`config.mk`:
```
export PLATFORM = sky130hd
export DESIGN_NAME = page_frame_allocator
export DESIGN_NICKNAME = d
export VERILOG_FILES = /design/src/rtl/pfa_pkg.sv /design/src/rtl/pfa_page_table.sv /design/src/rtl/page_frame_allocator.sv
export SDC_FILE = /design/constraint.sdc
export NUM_CORES = 1
export LEC_CHECK = 0
export BUFFER_PORTS_ARGS = -buffer_cell sky130_fd_sc_hd__buf_2
export CAP_MARGIN = 10
export CORE_MARGIN = 3
export CORE_UTILIZATION = 35
export DETAILED_ROUTE_END_ITERATION = 10
export HOLD_SLACK_MARGIN = 0.1
export PLACE_DENSITY = 0.58
export SLEW_MARGIN = 30
export SYNTH_ARGS = -nofsm -noshare
export SYNTH_HDL_FRONTEND = slang
export SYNTH_HIERARCHICAL = 1
export SYNTH_SLANG_ARGS = --single-unit
```
`constraint.sdc`:
```
create_clock -name clk -period 6.8 [get_ports clk]
set_input_delay 0.68 -clock clk [delete_from_list [all_inputs] [get_ports clk]]
set_output_delay 0.68 -clock clk [all_outputs]
set_load 0.05 [all_outputs]
```
`src/rtl/pfa_pkg.sv`:
```
`timescale 1ns / 1ps
// ----------------------------------------------------------------------------
// pfa_pkg
// Field widths, beat layout and status codes of the page frame allocator.
// ----------------------------------------------------------------------------
package pfa_pkg;

  // request fields
  localparam int PID_W    = 4;
  localparam int CNT_IN_W = 4;
  localparam int IN_TDATA_W = 8;

  // result fields
  localparam int STATUS_W = 2;
  localparam int PAGE_W   = 3;
  localparam int FRAME_W  = 4;
  localparam int FREED_W  = 4;
  localparam int LEFT_W   = 5;
  localparam int OUT_TDATA_W = 16;

  // request kind
  localparam logic OP_ALLOC = 1'b0;
  localparam logic OP_FREE  = 1'b1;

  // result status
  typedef enum logic [STATUS_W-1:0] {
    ST_OK        = 2'd0,
    ST_NO_FRAMES = 2'd1,
    ST_SLOT_BUSY = 2'd2
  } status_t;

endpackage

```
`src/rtl/pfa_page_table.sv`:
```
`timescale 1ns / 1ps
// ----------------------------------------------------------------------------
// pfa_map_ram
// Single-port-write, single-port-read page table ram with registered read.
// ----------------------------------------------------------------------------
module pfa_map_ram #(
  parameter int ADDR_W = 7,
  parameter int DATA_W = 4,
  parameter int DEPTH  = 128
) (
  input  logic              clk,
  input  logic              wr_en,
  input  logic [ADDR_W-1:0] wr_addr,
  input  logic [DATA_W-1:0] wr_data,
  input  logic [ADDR_W-1:0] rd_addr,
  output logic [DATA_W-1:0] rd_data
);

  logic [DATA_W-1:0] mem [DEPTH];
  logic [DATA_W-1:0] rd_data_r;

  // write port
  always_ff @(posedge clk) begin
    if (wr_en) begin
      mem[wr_addr] <= wr_data;
    end
  end

  // registered read port
  always_ff @(posedge clk) begin
    rd_data_r <= mem[rd_addr];
  end

  assign rd_data = rd_data_r;

endmodule

```
`src/rtl/page_frame_allocator.sv`:
```
`timescale 1ns / 1ps
// ----------------------------------------------------------------------------
// page_frame_allocator
// First-fit physical frame allocator with a page table per process slot.
// One request at a time. Allocate: the slot number is folded into range,
// the held count is read, then the free map is scanned first-fit.
// Free: each held page is read from the page table and its frame returned.
// Results wait in an output register; a stalled sink stalls the sequencer.
// Reset (synchronous, active low): all frames free, all slots empty.
// ----------------------------------------------------------------------------
module page_frame_allocator
  import pfa_pkg::*;
#(
  parameter int NUM_FRAMES        = 16,
  parameter int NUM_PROCESSES     = 16,
  parameter int PAGES_PER_PROCESS = 8
) (
  input  logic                   clk,
  input  logic                   rst_n,
  // request channel
  input  logic                   in_tvalid,
  output logic                   in_tready,
  input  logic [IN_TDATA_W-1:0]  in_tdata,   // process_id [3:0], page_count [7:4]
  input  logic [0:0]             in_tuser,   // operation [0]
  // result channel
  output logic                   out_tvalid,
  input  logic                   out_tready,
  output logic [OUT_TDATA_W-1:0] out_tdata,  // page_index [2:0], frame_number [6:3],
                                             // freed_count [10:7], free_left [15:11]
  output logic [STATUS_W-1:0]    out_tuser,  // status [1:0]
  output logic                   out_tlast   // last
);

  localparam int FW = $clog2(NUM_FRAMES);
  localparam int TW = $clog2(NUM_FRAMES + 1);
  localparam int SW = (NUM_PROCESSES > 1) ? $clog2(NUM_PROCESSES) : 1;
  localparam int PW = (PAGES_PER_PROCESS > 1) ? $clog2(PAGES_PER_PROCESS) : 1;
  localparam int CW = $clog2(PAGES_PER_PROCESS + 1);
  localparam int PT_AW = SW + PW;
  localparam int PT_DEPTH = NUM_PROCESSES * (2 ** PW);

  typedef enum logic [2:0] {
    S_IDLE,
    S_WRAP,
    S_HELD,
    S_SCAN,
    S_FREE_RD,
    S_FREE_UPD
  } state_t;

  state_t               state_r;
  logic                 op_r;
  logic [PID_W-1:0]     pid_r;
  logic [CW-1:0]        cnt_r;
  logic [CW-1:0]        n_r;
  logic [CW-1:0]        p_r;
  logic [FW-1:0]        ptr_r;
  logic [NUM_FRAMES-1:0] free_map_r;
  logic [TW-1:0]        total_r;
  logic [NUM_PROCESSES-1:0] held_vld_r;
  logic [CW-1:0]        held_rd_r;
  logic [CW-1:0]        held_mem [NUM_PROCESSES];

  // output register
  logic                 out_valid_r;
  status_t              out_status_r;
  logic [PAGE_W-1:0]    out_page_r;
  logic [FRAME_W-1:0]   out_frame_r;
  logic [FREED_W-1:0]   out_freed_r;
  logic [LEFT_W-1:0]    out_left_r;
  logic                 out_last_r;

  logic [SW-1:0]        slot_c;
  logic [CW-1:0]        cnt_sat_c;
  logic [CW-1:0]        held_c;
  logic                 out_free_c;
  logic                 scan_hit_c;
  logic                 alloc_last_c;
  logic                 free_last_c;
  logic                 alloc_err_c;
  logic                 out_load_c;
  logic                 ret_c;
  logic [TW-1:0]        total_nxt;
  logic                 page_we_c;
  logic                 held_we_c;
  logic [PT_AW-1:0]     pt_addr_c;
  logic [FW-1:0]        pt_rd_data;

  // request decode and per-state conditions
  always_comb begin
    slot_c     = SW'(pid_r);
    cnt_sat_c  = (32'(in_tdata[7:4]) > PAGES_PER_PROCESS) ? CW'(PAGES_PER_PROCESS)
                                                          : CW'(in_tdata[7:4]);
    held_c     = held_vld_r[slot_c] ? held_rd_r : '0;
    out_free_c = !out_valid_r || out_tready;
    scan_hit_c = free_map_r[ptr_r];
    alloc_last_c = ((p_r + 1'b1) == cnt_r);
    free_last_c  = ((p_r + 1'b1) == n_r);
    alloc_err_c  = (held_c != '0) || (32'(cnt_r) > 32'(total_r)) || (cnt_r == '0);
    // a result beat is loaded this cycle
    out_load_c   = out_free_c &&
                   (((state_r == S_HELD) &&
                     ((op_r == OP_FREE) ? (held_c == '0) : alloc_err_c)) ||
                    ((state_r == S_SCAN) && scan_hit_c) ||
                    ((state_r == S_FREE_UPD) && free_last_c));
    ret_c      = (32'(pt_rd_data) < NUM_FRAMES) && !free_map_r[pt_rd_data];
    total_nxt  = total_r + TW'(ret_c);
    page_we_c  = (state_r == S_SCAN) && scan_hit_c && out_free_c;
    held_we_c  = page_we_c && alloc_last_c;
    pt_addr_c  = {slot_c, p_r[PW-1:0]};
  end

  // page table: frame per (slot, page)
  pfa_map_ram #(
    .ADDR_W (PT_AW),
    .DATA_W (FW),
    .DEPTH  (PT_DEPTH)
  ) u_map_ram (
    .clk     (clk),
    .wr_en   (page_we_c),
    .wr_addr (pt_addr_c),
    .wr_data (ptr_r),
    .rd_addr (pt_addr_c),
    .rd_data (pt_rd_data)
  );

  // held page count per slot, registered read
  always_ff @(posedge clk) begin
    if (held_we_c) begin
      held_mem[slot_c] <= cnt_r;
    end
    held_rd_r <= held_mem[slot_c];
  end

  // sequencer with free map, counters and result register
  always_ff @(posedge clk) begin
    if (!rst_n) begin
      state_r     <= S_IDLE;
      free_map_r  <= '1;
      total_r     <= TW'(NUM_FRAMES);
      held_vld_r  <= '0;
      out_valid_r <= 1'b0;
    end else begin
      out_valid_r <= out_load_c || (out_valid_r && !out_tready);
      unique case (state_r)
        // take a request
        S_IDLE: begin
          if (in_tvalid) begin
            op_r    <= in_tuser[0];
            pid_r   <= in_tdata[3:0];
            cnt_r   <= cnt_sat_c;
            state_r <= S_WRAP;
          end
        end
        // fold slot number into range, one subtract a cycle
        S_WRAP: begin
          if (32'(pid_r) >= NUM_PROCESSES) begin
            pid_r <= pid_r - PID_W'(NUM_PROCESSES);
          end else begin
            state_r <= S_HELD;
          end
        end
        // held count is back: decide what the request does
        S_HELD: begin
          if (op_r == OP_FREE) begin
            if (held_c == '0) begin
              if (out_free_c) begin
                out_status_r <= ST_OK;
                out_page_r   <= '0;
                out_frame_r  <= '0;
                out_freed_r  <= '0;
                out_left_r   <= LEFT_W'(total_r);
                out_last_r   <= 1'b1;
                state_r      <= S_IDLE;
              end
            end else begin
              n_r                <= held_c;
              p_r                <= '0;
              held_vld_r[slot_c] <= 1'b0;
              state_r            <= S_FREE_RD;
            end
          end else if (alloc_err_c) begin
            if (out_free_c) begin
              out_status_r <= (held_c != '0) ? ST_SLOT_BUSY :
                              (32'(cnt_r) > 32'(total_r)) ? ST_NO_FRAMES : ST_OK;
              out_page_r   <= '0;
              out_frame_r  <= '0;
              out_freed_r  <= '0;
              out_left_r   <= LEFT_W'(total_r);
              out_last_r   <= 1'b1;
              state_r      <= S_IDLE;
            end
          end else begin
            p_r     <= '0;
            ptr_r   <= '0;
            state_r <= S_SCAN;
          end
        end
        // first-fit scan, one frame a cycle; a hit waits while the result register is full
        S_SCAN: begin
          if (!scan_hit_c) begin
            ptr_r <= ptr_r + 1'b1;
          end else if (out_free_c) begin
            free_map_r[ptr_r] <= 1'b0;
            total_r           <= total_r - 1'b1;
            out_status_r      <= ST_OK;
            out_page_r        <= PAGE_W'(p_r);
            out_frame_r       <= FRAME_W'(ptr_r);
            out_freed_r       <= '0;
            out_left_r        <= LEFT_W'(total_r - 1'b1);
            out_last_r        <= alloc_last_c;
            p_r               <= p_r + 1'b1;
            ptr_r             <= ptr_r + 1'b1;
            if (alloc_last_c) begin
              held_vld_r[slot_c] <= 1'b1;
              state_r            <= S_IDLE;
            end
          end
        end
        // page table read in flight
        S_FREE_RD: begin
          state_r <= S_FREE_UPD;
        end
        // return one frame to the free map
        S_FREE_UPD: begin
          if (!free_last_c || out_free_c) begin
            if (ret_c) begin
              free_map_r[pt_rd_data] <= 1'b1;
            end
            total_r <= total_nxt;
            p_r     <= p_r + 1'b1;
            if (free_last_c) begin
              out_status_r <= ST_OK;
              out_page_r   <= '0;
              out_frame_r  <= '0;
              out_freed_r  <= FREED_W'(n_r);
              out_left_r   <= LEFT_W'(total_nxt);
              out_last_r   <= 1'b1;
              state_r      <= S_IDLE;
            end else begin
              state_r <= S_FREE_RD;
            end
          end
        end
        default: begin
          state_r <= S_IDLE;
        end
      endcase
    end
  end

  // ports
  assign in_tready  = (state_r == S_IDLE);
  assign out_tvalid = out_valid_r;
  assign out_tdata  = {out_left_r, out_freed_r, out_frame_r, out_page_r};
  assign out_tuser  = out_status_r;
  assign out_tlast  = out_last_r;

endmodule

```
**Yosys cells after proc, flatten, opt, wreduce, memory -nomap -nowiden**

Memories as Yosys holds them, arrays and structs flattened. A register that Yosys moved wholly into a read port is not among the register bits.
Index checks and enable logic that the tools add are counted.

- Register bits after elaboration: 81
- Latch bits: 0
- RAM bits: 576
- Bits in read-only memories: 0
- Input port bits: 13
- Memories kept: 2

Memories:

| name | words | width | read ports | clocked after Yosys merged registers in | write ports | RTL line | source |
|---|---|---|---|---|---|---|---|
| u_map_ram.mem | 128 | 4 | 1 | 1 | 1 | pfa_page_table.sv:19 | `logic [DATA_W-1:0] mem [DEPTH];` |
| held_mem | 16 | 4 | 1 | 1 | 1 | page_frame_allocator.sv:62 | `logic [CW-1:0] held_mem [NUM_PROCESSES];` |

- $add $sub $neg: 4
- Multipliers: 0
- Divide/modulo/power cells: 0
- $lt $le $gt $ge: 8
- Equality and inequality tests: 24
- Shift-type cells: 0
- Mux-type cells: 108
- Bitwise logic cells: 7
- Reductions and logical operators: 39

Operator list:

| cell | count |
|---|---|
| $mux W16 | 9 |
| $mux W4 | 25 |
| $pmux W16 S2 | 2 |
| $mux W3 | 18 |
| $mux W5 | 9 |
| $pmux W4 S3 | 3 |
| $and A16 B16 Y16 | 2 |
| $not A16 Y16 | 2 |
| $or A16 B16 Y16 | 2 |
| $mux W1 | 20 |
| $ne A2 B2 Y1 const B | 10 |
| $mux W2 | 9 |
| $pmux W3 S6 | 1 |
| $reduce_and A8 Y1 | 2 |
| $lt A4 B5 Y1 const B | 3 |
| $ne A3 B3 Y1 const B | 5 |
| $pmux W5 S3 | 1 |
| $reduce_and A5 Y1 | 3 |
| $reduce_and A7 Y1 | 2 |
| $bmux W1 S4 | 3 |
| $demux W1 S4 | 3 |
| $ge A4 B1 Y1 const B | 3 |
| $logic_and A1 B1 Y1 | 10 |
| $pmux W5 S2 | 1 |
| 26 further kinds | 42 |

**Logic depth before layout (Yosys ltp)**

- Word-level depth: 12
- Gate-level depth with buffers: 13
- Mapped depth without buffers: 10

**Hierarchy**

The synthesis kept the hierarchy.

By module, submodules not included:

| module | times used | cells each | area each (um^2) | seq. area each (um^2) |
|---|---|---|---|---|
| pfa_map_ram | 1 | 908 | 20,193.1 | 15,454.8 |
| page_frame_allocator | 1 | 574 | 7,130.6 | 4,023.9 |

**Least setup slack after synthesis**

Ideal clock, no wire load.

- Kind: register to register
- From: reg ptr_r[1]
- To: mem u_map_ram.mem[118][0] (enable)
- Setup time: 269 ps
- Arrival: 4,625 ps
- Data required time: 6,531 ps
- Slack: 1,905 ps
- Stages on the path, launching flop included: 14
- Buffers on the path: 5
- Period minus slack after synthesis: 4,895 ps
- Cell sequence: edfxtp_1 buf_2 mux4_2 nand2b_1 and4_4 nor2_4 inv_2 buf_2 buf_6 clkbuf_1 nor2b_1 nand3_1 clkbuf_1 nor2_1

- Word-level cells in the longest chain between the ends: 6

Ends and longest elaborated chain:

| item | RTL line | source |
|---|---|---|
| from (decl) | page_frame_allocator.sv:57 | `logic [FW-1:0] ptr_r;` |
| from (signal assigned) | page_frame_allocator.sv:202 | `ptr_r <= ptr_r + 1'b1;` |
| from (signal assigned) | page_frame_allocator.sv:213 | `ptr_r <= ptr_r + 1'b1;` |
| $bmux W1 S4 | page_frame_allocator.sv:96 | `scan_hit_c = free_map_r[ptr_r];` |
| $mux W1 (not written as such) | page_frame_allocator.sv:96 |  |
| $logic_and A1 B1 Y1 (2 in series) | page_frame_allocator.sv:108 | `page_we_c = (state_r == S_SCAN) && scan_hit_c && out_free_c;` |
| via page_we_c | page_frame_allocator.sv:84 | `logic page_we_c;` |
| $mux W1 | pfa_page_table.sv:24 | `if (wr_en) begin` |
| $mux W1 (not written as such) | pfa_page_table.sv:25 | `mem[wr_addr] <= wr_data;` |
| to (decl) | pfa_page_table.sv:19 |  |

The timed path passes the listed nets, and every way through them passes these cells. The select of a mux whose other input is x is not followed.

**Worst setup path after layout**

- From: reg state_r[0]
- To: mem u_map_ram.mem[34][2] (enable)

- Word-level cells in the longest chain between the ends: 5

Ends and longest elaborated chain:

| item | RTL line | source |
|---|---|---|
| from (decl) | page_frame_allocator.sv:51 | `state_t state_r;` |
| from (signal assigned) | page_frame_allocator.sv:138 | `state_r <= S_IDLE;` |
| from (signal assigned) | page_frame_allocator.sv:152 | `state_r <= S_WRAP;` |
| from (signal assigned) | page_frame_allocator.sv:160 | `state_r <= S_HELD;` |
| $eq A3 B2 Y1 | page_frame_allocator.sv:108 |  |
| $logic_and A1 B1 Y1 (2 in series) | page_frame_allocator.sv:108 |  |
| $mux W1 | pfa_page_table.sv:24 |  |
| $mux W1 (not written as such) | pfa_page_table.sv:25 |  |

Every way passes these cells.

==> summary.txt <==
Run status
  • Outcome: complete, no violations

Logic synthesis
  • Synthesized flop and latch total: 665
  • Unique masters post-synth: 72
  • Yosys warnings: 6
  • Synth Net Count: ~1500
  • Sequential share of the synthesized area: 71.3%
  • Mean post-synth cell area: 18.4 um^2
  • Top_reg_cell synth: edfxtp_1
  • Synth Cell Area: between 20000 and 30000 um^2
  • Mapped Cells: 1482
  • Number of synthesized flops with an enable pin: 616
  • Synth async-reset ratio: 0%

Pwr
  • Sw Share: around a fifth
  • Flop pwr share: between 50% and 60%
  • Logic pwr share: 2.6%
  • Pwr Density: 271 nW/um^2
  • Clk pwr share: approximately 44%
  • P_int: between 0.006 and 0.007 W
  • Leak Pwr: 9.47 nW
  • Max VDD drop: slightly above 0.2 mV
  • P_sw: 0.00171 W

Final layout
  • Nets: 1548
  • Register area: 19500 um^2
  • Fin cells: between 2000 and 3000
  • Final Util: about two fifths
  • Area of the multi-input gates: 7400 um^2
  • Fill cell count: 6852
  • Area Growth Syn to Fin: 12.9%
  • Layout cells sized above 1: 23.6%
  • Antenna fix cells: 0
  • Fin area: 30900 um^2

GRT
  • Total grt overflow: 0
  • Via count of the first global-routing pass: 14589
  • Initial antenna violation count: 0
  • First-pass GRT wire length: ~94 mm
  • Tot GR Track Use: 15.2%
  • Pin count of the biggest net entering global routing: 107

Worst hold path
  • HP Start: in_tdata[2]
  • Hold path endpoint: pid_r[2]$_DFFE_PP_
  • Hold path depth: 1
  • Worst min-delay path class: input pin to register

STA
  • Worst Tran Pin Value: approximately 0.98 ns
  • Setup ws final: 2.48 ns
  • Hold Vio Cnt, Final: 0
  • Setup Viol. Count Final: 0
  • Final worst path period share: a little under two thirds
  • F_max: 231 MHz
  • Setup TNS: 0 ns
  • Final min period: about 4.3 ns
  • RSZ-0062 raised after global routing: no
  • Setup Skew: about 0.026 ns
  • Max-slew violation count: 0
  • Slew margin rel.: 34.4%

Setup path
  • Arr. time, crit path: 4.59 ns
  • CP Capture Type: register
  • Flop2flop setup slack: around 2.5 ns
  • Reg-to-reg startpoint: state_r[0]$_SDFFE_PN0P_
  • Worst R2R Path Depth: 8
  • CP Launch Type: register
  • Worst Path Required: 7.06 ns
  • Crit path kind: register to register
  • Maximum fanout along the worst path: 27
  • FF-to-FF End: u_map_ram/mem[34][2]$_DFFE_PP_

Placed design
  • Port Buffer Count: 33
  • Final HPWL DP: between 30 and 40 mm
  • Placed insts: 2481
  • Dpl cell area: roughly 29000 um^2
  • GP Congestion: 0.813
  • DP Worst Slack: 2.21 ns

Drt
  • Drt initial violations: 1343
  • Via/cell ratio: ~5.4
  • DR DRC count: 0
  • Wire per inst: 23.7 um
  • Routed wire length: 61.7 mm
  • Antenna Nets Post-Route: 0
  • Via count: approximately 14000
  • Drt first pass iters: 5

CTS
  • Post-CTS Setup Repair Bufs: 0
  • Clk Latency, worst-skew pair: 0.62 ns
  • Root Buffer: clkbuf_16
  • Cts hold-fix bufs: 0
  • CTS H-tree depth: 3
  • Worst-path clk slew: 0.06 ns
  • Post-CTS sizing: 0
  • Clk sinks: 665
  • CTS tree: yes
  • Num CTS Buffers: 69
  • Deepest clock path buffer count: 3

Die
  • Die span in y: 285 um
  • Initial core utilization: between 30% and 40%
  • Core Box Area: 76600 um^2
  • Die Area: 81500 um^2
  • Row cnt: 101
  • Boundary pin count: 34
  • Die W: 285 um

Run
  • Maxcap violations: 0
-- final cells by class --
cell class	count	share of cell area, %
timing repair buffer	59	1.34
clock buffer	85	5.86
multi-input combinational	706	24.0
sequential	665	63.1
tap	1030	4.18
inverter	22	0.268
clock inverter	36	1.27
-- worst max path at each step --
stage / start / to / slack (ns) / cells past startpoint
5_1_grt: state_r[0]$_SDFFE_PN0P_ / u_map_ram/mem[58][3]$_DFFE_PP_ / 2.16 / 8
2_1_floorplan: ptr_r[1]$_SDFFCE_PN0P_ / u_map_ram/mem[118][0]$_DFFE_PP_ / 1.91 / 13
4_1_cts: state_r[0]$_SDFFE_PN0P_ / u_map_ram/mem[30][2]$_DFFE_PP_ / 2.22 / 8
3_3_place_gp: state_r[0]$_SDFFE_PN0P_ / u_map_ram/mem[94][0]$_DFFE_PP_ / 2.56 / 8
6_report: state_r[0]$_SDFFE_PN0P_ / u_map_ram/mem[34][2]$_DFFE_PP_ / 2.48 / 8
3_5_place_dp: state_r[0]$_SDFFE_PN0P_ / u_map_ram/mem[30][0]$_DFFE_PP_ / 2.21 / 8
-- placed cells by master, fill, tap and decap left out, types with 20 or more instances in the layout --
master,instances
buf_2,33
nand3_1,32
dfxtp_1,49
a21oi_1,20
nor2b_1,20
inv_1,20
nand2_1,47
edfxtp_1,616
buf_4,22
nor2_1,158
mux4_2,195
o21ai_0,28
clkbuf_16,69
-- synth_stat cells, types with 4 or more instances --
cell	count	area [um^2]
edfxtp_1	616	18500
mux4_2	195	4390
a41oi_1	6	52.6
nand4_1	11	68.8
and2_1	17	106
buf_2	15	75.1
o21ai_0	28	140
ha_1	12	150
dfxtp_1	49	981
o311ai_1	9	78.8
nor3_1	17	85.1
and3_1	8	50.1
nand2_1	49	184
buf_1	13	48.8
xor2_1	5	43.8
inv_1	20	75.1
nand2b_1	9	56.3
nor2_1	158	593
clkbuf_1	55	206
xnor2_1	10	87.6
a311oi_1	6	52.6
a21oi_1	20	100
o211ai_1	13	97.6
mux2_2	4	45.0
nor2b_1	20	125
nand3_1	34	170
mux2i_1	13	130
a31oi_1	4	25.0
-- power by group through the flow --
stage	sequential [W]	combinational [W]	clock [W]
CTS	0.00446	0.000215	0.00377
global route	0.00446	0.000230	0.00395
global placement	0.00455	0.000213	0
finish	0.00446	0.000215	0.00368
detailed placement	0.00455	0.000215	0
floorplan	0.00455	0.000145	0
-- flip-flops by register name, summed over array words and instances, names as in the netlist, named ones only --
name,count
out_freed_r,4
free_map_r,16
out_tlast,1
op_r,1
state_r,3
pid_r,4
out_tuser,2
u_map_ram/mem,512
total_r,5
u_map_ram/rd_data,4
held_rd_r,4
out_frame_r,4
cnt_r,4
out_page_r,3
out_left_r,5
ptr_r,4
n_r,4
held_mem,64
out_tvalid,1
p_r,4
-- logic make-up after synthesis --
family	synth area share (%)
simple gates	5.98
flops	71.3
buf+inv	1.72
xor+xnor	0.650
compound gates	3.04
fa+ha+maj	0.549
mux	16.8
-- worst max-delay path, cell delays in order (launching register included) --
cell,delay [ns]
dfxtp_1,0.74
nand3b_1,0.55
nor2_1,0.28
and4_1,0.29
nor2_4,0.11
inv_2,0.43
nor2b_1,0.41
nand2_1,0.63
nor2_1,0.52
-- routing by layer --
| layer | up-vias | global-route usage [%] | wire length [um] |
|---|---|---|---|
| li1 | 6097 | - | - |
| met1 | 7432 | 21.5 | 27200 |
| met2 | 494 | 24.2 | 29400 |
| met3 | 83 | 3.07 | 3950 |
| met4 | 0 | 3.97 | 1230 |
| met5 | - | 0 | 0 |
-- metrics by stage --
stage                     power [W]  hold slack (ns)
after floorplan             0.00469            0.451
after global placement      0.00476            0.462
after detailed placement    0.00476            0.473
after CTS                   0.00845            0.221
after global routing        0.00864            0.230
final                       0.00835            0.258
Note: power is estimated with default switching activity, not from simulation.
